**config.mk**
```make
export PLATFORM = sky130hd
export DESIGN_NAME = vector_similarity_scorer
export DESIGN_NICKNAME = d
export VERILOG_FILES = /design/src/hdl/vss_pkg.sv /design/src/hdl/vss_front.sv /design/src/hdl/vss_queue.sv /design/src/hdl/vss_back.sv /design/src/hdl/vector_similarity_scorer.sv
export SDC_FILE = /design/constraint.sdc
export NUM_CORES = 2
export LEC_CHECK = 0
export ABC_AREA = 1
export CORE_ASPECT_RATIO = 0.9
export CORE_MARGIN = 3
export CORE_UTILIZATION = 50
export DETAILED_ROUTE_END_ITERATION = 8
export DONT_BUFFER_PORTS = 1
export PLACE_DENSITY = 0.66
export SYNTH_ARGS = -nofsm -noshare
export SYNTH_HDL_FRONTEND = slang
export SYNTH_SLANG_ARGS = --single-unit
```
**constraint.sdc**
```tcl
create_clock -name clk -period 15.15 [get_ports clk]
set_input_delay 3.7875 -clock clk [delete_from_list [all_inputs] [get_ports clk]]
set_output_delay 3.7875 -clock clk [all_outputs]
set_load 0.005 [all_outputs]
```
**src/hdl/vss_pkg.sv**
```systemverilog
// Package for the vector similarity scorer: types, constants, register indexes.
package vss_pkg;

    localparam int ACC_W  = 48;
    localparam int NORM_W = 24;
    localparam int IDX_W  = 16;
    localparam int ROWS   = 65536;
    localparam int CFG_IDX_W = 2;
    localparam int QDEPTH = 4;
    localparam int QPTR_W = 2;

    localparam logic [ACC_W-1:0] ACC_MAX = {1'b0, {(ACC_W-1){1'b1}}};
    localparam logic [ACC_W-1:0] ACC_MIN = {1'b1, {(ACC_W-1){1'b0}}};

    typedef enum logic [1:0] {
        MODE_DOT = 2'd0,
        MODE_NRM = 2'd1,
        MODE_L2  = 2'd2,
        MODE_COS = 2'd3
    } mode_t;

    typedef enum logic [CFG_IDX_W-1:0] {
        CFG_MODE  = 2'd0,
        CFG_QNORM = 2'd1,
        CFG_USE   = 2'd2,
        CFG_NONE  = 2'd3
    } cfg_idx_t;

    typedef struct packed {
        logic signed [15:0] a_elem;
        logic signed [15:0] b_elem;
        logic [NORM_W-1:0]  supplied_norm;
        logic               last;
        logic               last_row;
    } in_item_t;

    typedef struct packed {
        logic signed [ACC_W-1:0] score;
        logic [IDX_W-1:0]        row_index;
        logic                    saturated;
    } out_item_t;

    // One finished row handed from front to back end
    typedef struct packed {
        logic signed [ACC_W-1:0] main_sum;
        logic [ACC_W-1:0]        sq_sum;
        logic [NORM_W-1:0]       supplied_norm;
        logic [NORM_W-1:0]       query_norm;
        logic                    cosine;
        logic                    use_supplied;
        logic                    sat;
        logic [IDX_W-1:0]        row_index;
    } row_job_t;

    typedef enum logic [2:0] {
        BK_IDLE,
        BK_SQRT,
        BK_MUL,
        BK_DIV,
        BK_DONE
    } bk_state_t;

    // Saturating signed add of a 48-bit sum and a nonnegative/signed term
    function automatic logic [ACC_W:0] sat_add(input logic signed [ACC_W-1:0] acc,
                                               input logic signed [ACC_W-1:0] term);
        logic signed [ACC_W:0] s;
        begin
            s = {acc[ACC_W-1], acc} + {term[ACC_W-1], term};
            if (s > $signed({1'b0, ACC_MAX}))
                sat_add = {1'b1, ACC_MAX};
            else if (s < $signed({1'b1, ACC_MIN}))
                sat_add = {1'b1, ACC_MIN};
            else
                sat_add = {1'b0, s[ACC_W-1:0]};
        end
    endfunction

endpackage

```
**src/hdl/vss_front.sv**
```systemverilog
// Front end: per-element multiply and saturating row accumulation.
module vss_front
    import vss_pkg::*;
(
    input  logic                clk,
    input  logic                rst_n,
    input  logic                in_valid,
    input  in_item_t            in_item,
    input  mode_t               mode,
    input  logic [NORM_W-1:0]   query_norm,
    input  logic                use_supplied,
    input  logic                q_full,
    output logic                stall,
    output logic                job_valid,
    output row_job_t            job
);

    // Stage 1: products, registered
    logic                       s1_valid_reg;
    in_item_t                   s1_item_reg;
    mode_t                      s1_mode_reg;
    logic                       s1_sq_en_reg;
    logic signed [33:0]         s1_main_reg;
    logic signed [31:0]         s1_sq_reg;

    logic signed [16:0]         diff;
    logic signed [16:0]         opa;
    logic signed [16:0]         opb;
    logic signed [33:0]         prod_main;
    logic signed [31:0]         prod_sq;

    logic signed [ACC_W-1:0]    main_sum_reg;
    logic signed [ACC_W-1:0]    sq_sum_reg;
    logic                       clamp_reg;
    logic [IDX_W-1:0]           row_cnt_reg;
    logic [ACC_W:0]             main_add;
    logic [ACC_W:0]             sq_add;
    logic                       row_end;

    // Stall the whole front end while a finished row cannot be queued
    assign row_end = s1_valid_reg && s1_item_reg.last;
    assign stall   = row_end && q_full;

    always_comb
    begin
        diff = $signed({in_item.a_elem[15], in_item.a_elem})
             - $signed({in_item.b_elem[15], in_item.b_elem});
        opa = $signed({in_item.a_elem[15], in_item.a_elem});
        opb = $signed({in_item.b_elem[15], in_item.b_elem});
        case (mode)
            MODE_NRM: opb = opa;
            MODE_L2:
            begin
                opa = diff;
                opb = diff;
            end
            default: ;
        endcase
        prod_main = opa * opb;
        prod_sq   = in_item.b_elem * in_item.b_elem;
    end

    always_ff @(posedge clk or negedge rst_n)
    begin
        if (!rst_n)
        begin
            s1_valid_reg <= 1'b0;
        end
        else if (!stall)
        begin
            s1_valid_reg <= in_valid;
        end
    end

    always_ff @(posedge clk)
    begin
        if (!stall && in_valid)
        begin
            s1_item_reg  <= in_item;
            s1_mode_reg  <= mode;
            s1_sq_en_reg <= (mode == MODE_COS) && !use_supplied;
            s1_main_reg  <= prod_main;
            s1_sq_reg    <= prod_sq;
        end
    end

    // Stage 2: saturating accumulation
    assign main_add = sat_add(main_sum_reg, ACC_W'(s1_main_reg));
    assign sq_add   = s1_sq_en_reg ? sat_add(sq_sum_reg, ACC_W'(s1_sq_reg))
                                   : {1'b0, sq_sum_reg};

    always_ff @(posedge clk or negedge rst_n)
    begin
        if (!rst_n)
        begin
            main_sum_reg <= '0;
            sq_sum_reg   <= '0;
            clamp_reg    <= 1'b0;
            row_cnt_reg  <= '0;
        end
        else if (s1_valid_reg && !stall)
        begin
            if (s1_item_reg.last)
            begin
                main_sum_reg <= '0;
                sq_sum_reg   <= '0;
                clamp_reg    <= 1'b0;
                if (s1_item_reg.last_row || ({1'b0, row_cnt_reg} + 17'd1) >= 17'(ROWS))
                    row_cnt_reg <= '0;
                else
                    row_cnt_reg <= row_cnt_reg + 1'b1;
            end
            else
            begin
                main_sum_reg <= main_add[ACC_W-1:0];
                sq_sum_reg   <= sq_add[ACC_W-1:0];
                clamp_reg    <= clamp_reg | main_add[ACC_W] | sq_add[ACC_W];
            end
        end
    end

    // Row job goes to the queue on the last element (registers sampled now)
    assign job_valid           = row_end && !q_full;
    assign job.main_sum        = main_add[ACC_W-1:0];
    assign job.sq_sum          = sq_add[ACC_W-1:0];
    assign job.supplied_norm   = s1_item_reg.supplied_norm;
    assign job.query_norm      = query_norm;
    assign job.cosine          = (s1_mode_reg == MODE_COS);
    assign job.use_supplied    = use_supplied;
    assign job.sat             = clamp_reg | main_add[ACC_W] | sq_add[ACC_W];
    assign job.row_index       = row_cnt_reg;

endmodule

```
**src/hdl/vss_queue.sv**
```systemverilog
// Small FIFO of row jobs between the front and back ends.
module vss_queue
    import vss_pkg::*;
(
    input  logic      clk,
    input  logic      rst_n,
    input  logic      wr_en,
    input  row_job_t  wr_data,
    output logic      full,
    input  logic      rd_en,
    output logic      empty,
    output row_job_t  rd_data
);

    row_job_t          mem [QDEPTH];
    logic [QPTR_W-1:0] wr_ptr_reg;
    logic [QPTR_W-1:0] rd_ptr_reg;
    logic [QPTR_W:0]   count_reg;

    assign full    = (count_reg == (QPTR_W+1)'(QDEPTH));
    assign empty   = (count_reg == '0);
    assign rd_data = mem[rd_ptr_reg];

    always_ff @(posedge clk)
    begin
        if (wr_en)
            mem[wr_ptr_reg] <= wr_data;
    end

    always_ff @(posedge clk or negedge rst_n)
    begin
        if (!rst_n)
        begin
            wr_ptr_reg <= '0;
            rd_ptr_reg <= '0;
            count_reg  <= '0;
        end
        else
        begin
            if (wr_en)
                wr_ptr_reg <= wr_ptr_reg + 1'b1;
            if (rd_en)
                rd_ptr_reg <= rd_ptr_reg + 1'b1;
            if (wr_en && !rd_en)
                count_reg <= count_reg + 1'b1;
            else if (rd_en && !wr_en)
                count_reg <= count_reg - 1'b1;
        end
    end

endmodule

```
**src/hdl/vss_back.sv**
```systemverilog
// Back end: row norm square root, norm product and cosine divide, one row at a time.
module vss_back
    import vss_pkg::*;
(
    input  logic      clk,
    input  logic      rst_n,
    input  logic      job_avail,
    input  row_job_t  job,
    output logic      job_take,
    output logic      res_valid,
    output out_item_t res,
    input  logic      res_take
);

    bk_state_t          state_reg, state_next;
    row_job_t           job_reg;
    logic [5:0]         cnt_reg;

    // Square root: two radicand bits per cycle
    logic [ACC_W-1:0]   rad_reg;
    logic [25:0]        rem_reg;
    logic [23:0]        root_reg;
    logic [25:0]        trial;
    logic [25:0]        rem_sh;

    // Divider: restoring, one quotient bit per cycle
    logic [47:0]        den_reg;
    logic [62:0]        num_reg;
    logic [48:0]        drem_reg;
    logic [62:0]        quo_reg;
    logic [48:0]        drem_sh;
    logic [ACC_W-1:0]   mag;
    logic               neg_reg;
    logic [NORM_W-1:0]  rn;
    logic               zero_norm;
    logic signed [ACC_W-1:0] cos_score;
    logic               cos_sat;

    out_item_t          res_reg;
    logic               res_valid_reg;

    assign rn = job_reg.use_supplied ? job_reg.supplied_norm : root_reg;
    assign mag = job.main_sum[ACC_W-1] ? (ACC_W'(0) - job.main_sum) : job.main_sum;

    assign rem_sh  = {rem_reg[23:0], rad_reg[ACC_W-1 -: 2]};
    assign trial   = rem_sh - {root_reg, 2'b01};
    assign drem_sh = {drem_reg[47:0], num_reg[62]};

    // Next state
    always_comb
    begin
        state_next = state_reg;
        case (state_reg)
            BK_IDLE:
                if (job_avail)
                    state_next = (job.cosine && !job.use_supplied) ? BK_SQRT : BK_MUL;
            BK_SQRT:
                if (cnt_reg == 6'd23)
                    state_next = BK_MUL;
            BK_MUL:
                state_next = (!job_reg.cosine || zero_norm) ? BK_DONE : BK_DIV;
            BK_DIV:
                if (cnt_reg == 6'd62)
                    state_next = BK_DONE;
            BK_DONE:
                if (!res_valid_reg || res_take)
                    state_next = BK_IDLE;
            default:
                state_next = BK_IDLE;
        endcase
    end

    // Outputs
    always_comb
    begin
        job_take = (state_reg == BK_IDLE) && job_avail;
    end

    assign zero_norm = (job_reg.query_norm == '0) || (rn == '0);

    // Cosine clamp
    always_comb
    begin
        cos_sat = 1'b0;
        if (neg_reg)
        begin
            if (quo_reg > 63'd32768)
            begin
                cos_score = -ACC_W'(32768);
                cos_sat   = 1'b1;
            end
            else
                cos_score = ACC_W'(0) - ACC_W'(quo_reg);
        end
        else
        begin
            if (quo_reg > 63'd32767)
            begin
                cos_score = ACC_W'(32767);
                cos_sat   = 1'b1;
            end
            else
                cos_score = ACC_W'(quo_reg);
        end
    end

    always_ff @(posedge clk or negedge rst_n)
    begin
        if (!rst_n)
        begin
            state_reg     <= BK_IDLE;
            res_valid_reg <= 1'b0;
        end
        else
        begin
            state_reg <= state_next;
            if (state_reg == BK_DONE && (!res_valid_reg || res_take))
                res_valid_reg <= 1'b1;
            else if (res_take)
                res_valid_reg <= 1'b0;
        end
    end

    always_ff @(posedge clk)
    begin
        case (state_reg)
            BK_IDLE:
            begin
                job_reg  <= job;
                rad_reg  <= job.sq_sum;
                rem_reg  <= '0;
                root_reg <= '0;
                cnt_reg  <= '0;
                neg_reg  <= job.main_sum[ACC_W-1];
                num_reg  <= {mag, 15'd0};
                drem_reg <= '0;
                quo_reg  <= '0;
            end
            BK_SQRT:
            begin
                rad_reg <= {rad_reg[ACC_W-3:0], 2'b00};
                cnt_reg <= cnt_reg + 1'b1;
                if (!trial[25])
                begin
                    rem_reg  <= trial;
                    root_reg <= {root_reg[22:0], 1'b1};
                end
                else
                begin
                    rem_reg  <= rem_sh;
                    root_reg <= {root_reg[22:0], 1'b0};
                end
            end
            BK_MUL:
            begin
                den_reg <= job_reg.query_norm * rn;
                cnt_reg <= '0;
            end
            BK_DIV:
            begin
                cnt_reg <= cnt_reg + 1'b1;
                num_reg <= {num_reg[61:0], 1'b0};
                if (drem_sh >= {1'b0, den_reg})
                begin
                    drem_reg <= drem_sh - {1'b0, den_reg};
                    quo_reg  <= {quo_reg[61:0], 1'b1};
                end
                else
                begin
                    drem_reg <= drem_sh;
                    quo_reg  <= {quo_reg[61:0], 1'b0};
                end
            end
            BK_DONE:
            begin
                if (!res_valid_reg || res_take)
                begin
                    res_reg.row_index <= job_reg.row_index;
                    if (!job_reg.cosine)
                    begin
                        res_reg.score     <= job_reg.main_sum;
                        res_reg.saturated <= job_reg.sat;
                    end
                    else if (zero_norm)
                    begin
                        res_reg.score     <= '0;
                        res_reg.saturated <= job_reg.sat;
                    end
                    else
                    begin
                        res_reg.score     <= cos_score;
                        res_reg.saturated <= job_reg.sat | cos_sat;
                    end
                end
            end
            default: ;
        endcase
    end

    assign res_valid = res_valid_reg;
    assign res       = res_reg;

endmodule

```
**src/hdl/vector_similarity_scorer.sv**
```systemverilog
// Top level of the vector similarity scorer.
//
// Usage: element pairs enter through push/full, one per cycle while full is
// low. The front end multiplies and accumulates each row in two stages; the
// item marked last hands a row job (sums, norms, row index) to a four-entry
// queue. The back end takes one job at a time: modes 0 to 2 pass the row
// sum through as the score; cosine mode uses one multiply and a 63-step
// restoring divider, plus a square root when the row norm is computed.
// Results wait in an output register read through empty/pop.
// Throughput: one element per cycle; rows shorter than the back-end time
// fill the queue and then full stalls input until the back end drains.
// Configuration writes through cfg_valid/cfg_ready are always taken and must
// only occur while the block is idle. Reset clears all sums, the row counter
// and the queue; registers return to mode 0, query_norm 4096, supplied norm.
// A stalled receiver holds the result, then the queue, then the input.
module vector_similarity_scorer
    import vss_pkg::*;
(
    input  logic              clk,
    input  logic              rst_n,
    input  logic              push,
    output logic              full,
    input  in_item_t          in_data,
    output logic              empty,
    input  logic              pop,
    output out_item_t         out_data,
    input  logic              cfg_valid,
    output logic              cfg_ready,
    input  logic [CFG_IDX_W-1:0] cfg_index,
    input  logic [31:0]       cfg_data
);

    mode_t              mode_reg;
    logic [NORM_W-1:0]  qnorm_reg;
    logic               use_reg;
    logic               stall;
    logic               job_valid;
    row_job_t           job;
    logic               q_full;
    logic               q_empty;
    row_job_t           q_data;
    logic               job_take;
    logic               res_valid;

    assign cfg_ready = 1'b1;
    assign full      = stall;
    assign empty     = !res_valid;

    // Configuration registers
    always_ff @(posedge clk or negedge rst_n)
    begin
        if (!rst_n)
        begin
            mode_reg  <= MODE_DOT;
            qnorm_reg <= NORM_W'(4096);
            use_reg   <= 1'b1;
        end
        else if (cfg_valid)
        begin
            case (cfg_idx_t'(cfg_index))
                CFG_MODE:  mode_reg  <= mode_t'(cfg_data[1:0]);
                CFG_QNORM: qnorm_reg <= cfg_data[NORM_W-1:0];
                CFG_USE:   use_reg   <= cfg_data[0];
                default: ;
            endcase
        end
    end

    vss_front u_front (
        .clk          (clk),
        .rst_n        (rst_n),
        .in_valid     (push),
        .in_item      (in_data),
        .mode         (mode_reg),
        .query_norm   (qnorm_reg),
        .use_supplied (use_reg),
        .q_full       (q_full),
        .stall        (stall),
        .job_valid    (job_valid),
        .job          (job)
    );

    vss_queue u_queue (
        .clk     (clk),
        .rst_n   (rst_n),
        .wr_en   (job_valid),
        .wr_data (job),
        .full    (q_full),
        .rd_en   (job_take),
        .empty   (q_empty),
        .rd_data (q_data)
    );

    vss_back u_back (
        .clk       (clk),
        .rst_n     (rst_n),
        .job_avail (!q_empty),
        .job       (q_data),
        .job_take  (job_take),
        .res_valid (res_valid),
        .res       (out_data),
        .res_take  (pop)
    );

endmodule
```
==> key figures <==
Routing
  • Via Count: roughly 76000
  • DRC Markers: 0
  • Antenna viol nets, final: 0
  • Total routed wirelength: 273 mm
  • WL/cell: 19.8 um
  • Drt via density: about 5.5
  • DRT Pass-1 Iters: 8
  • Iteration-0 DRC Markers: ~6600

Layout
  • Layout cell share with drive strength beyond 1: 4.25%
  • Post-layout net count: ~13000
  • Max reg flops: 652
  • Area grow syn2layout: 7.15%
  • Layout Cells excl Fill: 13800

Yosys
  • Main synth FF type: edfxtp_1
  • Fraction of registers with async set/reset: between 10 and 15%
  • Post-Syn Instances: 11100
  • Synth Warn #: 0
  • Syn Nets: 12800
  • Synth cell types: 76
  • Synth Cell Area: 105000 um2
  • Syn Area/Cell: between 9 and 10 um2
  • Post-synthesis register bit count: 1387
  • Post-synth EDFFs: 1235
  • Register area share after synthesis: 39.1%

Die
  • Total I/O pin count: about 170
  • Die Height: 440 um
  • Die area: 215000 um2
  • Area of the core: 207000 um2
  • Initial Util: 50.5%
  • Die width: roughly 490 um
  • Floorplan row count: between 150 and 200

Setup path
  • Critical path start-end classification: input pin to flop
  • CP max-delay cell: fa_1
  • Critical Path End Type: flop
  • Crit-path max cell delay: 1.03 ns
  • Crit path max fanout: 12
  • Startpoint types: input pin
  • Critical path arrival: approximately 12 ns
  • Req. time, crit path: 15.69 ns

Timing
  • Fin crit period: approximately 12 ns
  • Slew headroom: 15.6%
  • Slew Viols, Final: 0
  • Layout Skew: 0.0546 ns
  • Final Worst Setup Slack: about 3.4 ns
  • Final Setup Violations: 0
  • RSZ-0062 raised after global routing: false
  • Final TNS setup: 0 ns
  • FMAX: 0.0848 GHz
  • Final count of hold timing violations: 0
  • Fin crit share: 77.8%
  • Slew @ Worst Pin: 1.26 ns

Global routing
  • GR Util All Layers: 25.6%
  • GRT overflow: 0
  • Largest net degree at the start of global routing: 153
  • Number of global-route vias before repair: 77200
  • First-pass GRT wire length: 433 mm
  • Initial antenna violation count: 3

Clock tree
  • Clk Latency, worst-skew pair: a little over 0.8 ns
  • Clock-pin transition on the worst setup and hold timing paths: 0.06 ns
  • TritonCTS clock tree: done
  • Cts hold-fix bufs: 0
  • Root Buffer: clkbuf_16
  • # clock sinks: ~1400
  • CTS resizes: 0
  • Maximum clock path buffer count: 3
  • CTS buffer count: between 100 and 150
  • H-Tree Depth: 4
  • Total setup buffers inserted after CTS: 0

Placement
  • Post-detail-place hpwl: between 200 and 250 mm
  • Port-buffer cells: 0
  • Routability cong.: 0.970
  • Pre-CTS WS: about 2.6 ns
  • Dpl cells: 13500

Min path
  • Worst Hold Class: flop to flop

Job
  • Maxcap violations: 0

Outcome
  • Run status: finished clean
-- stage by stage --
stage,hold WS [ns],cell area (um2),utilization (%)
CTS,0.410,112000,54.1
finish,0.409,112000,54.2
global placement,0.405,107000,51.8
detailed placement,0.405,107000,51.8
global route,0.419,112000,54.1
floorplan,0.400,105000,-
-- area by class of cell --
class / count / area [um2]
Fill cell: 18400 / 95000
Multi-Input combinational cell: 7310 / 54700
Sequential cell: 1387 / 40900
Inverter: 2002 / 7530
Clock buffer: 172 / 3710
Tap cell: 2720 / 3400
Clock inverter: 89 / 1180
Timing Repair Buffer: 101 / 771
Antenna cell: 3 / 7.51
-- path summary, 6_finish.rpt --
check,from,to,slack [ns],depth (start not counted)
min in group asynchronous,rst_n,u_front.main_sum_reg[31]$_DFFE_PN0P_,2.72,0
max,in_data[42],u_front.s1_main_reg[33]$_DFFE_PP_,3.36,39
min reg2reg,u_back.job_reg[9]$_DFFE_PP_,u_back.res[10]$_DFFE_PP_,0.41,0
max reg2reg,mode_reg[0]$_DFFE_PN0P_,u_front.s1_main_reg[32]$_DFFE_PP_,5.99,28
max in group asynchronous,rst_n,qnorm_reg[12]$_DFFE_PN1P_,11.98,0
min,u_back.job_reg[9]$_DFFE_PP_,u_back.res[10]$_DFFE_PP_,0.41,0
-- routing by layer --
metal | vias to the layer above | global-route usage, % | part of all wire, %
met5 | - | 0 | 0.0048
met2 | 2727 | 39.9 | 45
li1 | 35400 | - | -
met4 | 2 | 5.83 | 2.2
met1 | 37700 | 37.2 | 44
met3 | 414 | 5.08 | 8.5
-- worst max-delay path: cells and delay by family --
| family | cells | cell delay (ns) |
|---|---|---|
| fa+ha+maj | 9 | 4.66 |
| simple gates | 17 | 2.15 |
| buf+inv | 7 | 0.86 |
| compound gates | 5 | 0.81 |
| xor+xnor | 1 | 0.06 |
-- cell usage after synthesis, drive strengths merged, types with 34 or more instances --
cell type / count / area [um2]
nor3: 64 / 337
nand2: 2043 / 7730
a21oi: 555 / 2800
nor4: 39 / 244
edfxtp: 1235 / 37100
inv: 1991 / 7480
buf: 95 / 596
dfrtp: 150 / 3750
o22ai: 78 / 488
nand3: 243 / 1240
ha: 541 / 6770
xor2: 169 / 1500
o21ai: 672 / 3400
xnor2: 125 / 1090
a21boi: 34 / 255
a31oi: 131 / 820
clkbuf: 302 / 1130
o21a: 43 / 323
nor2: 1263 / 4800
fa: 1022 / 20500
a32oi: 38 / 333
nand4: 47 / 315
-- cell usage in the layout, fill, tap and decap left out, drive strengths merged, types with 31 or more instances in the layout --
cell type	n
a21boi	34
a21oi	555
a31oi	131
a32oi	38
buf	101
clkbuf	172
clkinv	67
dfrtp	150
edfxtp	1235
fa	1022
ha	541
inv	2004
nand2	2043
nand3	243
nand4	47
nor2	1263
nor3	64
nor4	39
o211ai	31
o21a	43
o21ai	672
o22ai	78
xnor2	125
xor2	169
-- cell families (layout without fill, tap and decap cells) --
group           after synthesis  after routing  share of synthesized area [%]
compound gates             1687           1687                           9.10
xor+xnor                    294            294                           2.47
fa+ha+maj                  1563           1563                           26.0
buf+inv                    2399           2364                           8.83
flops                      1387           1387                           39.1
mux                          22             22                          0.237
other cells                   1              4                        0.00358
simple gates               3743           3743                           14.3
Power is not shown: default switching activity piles up to over one toggle a cycle in this logic, so the estimate is an artifact.
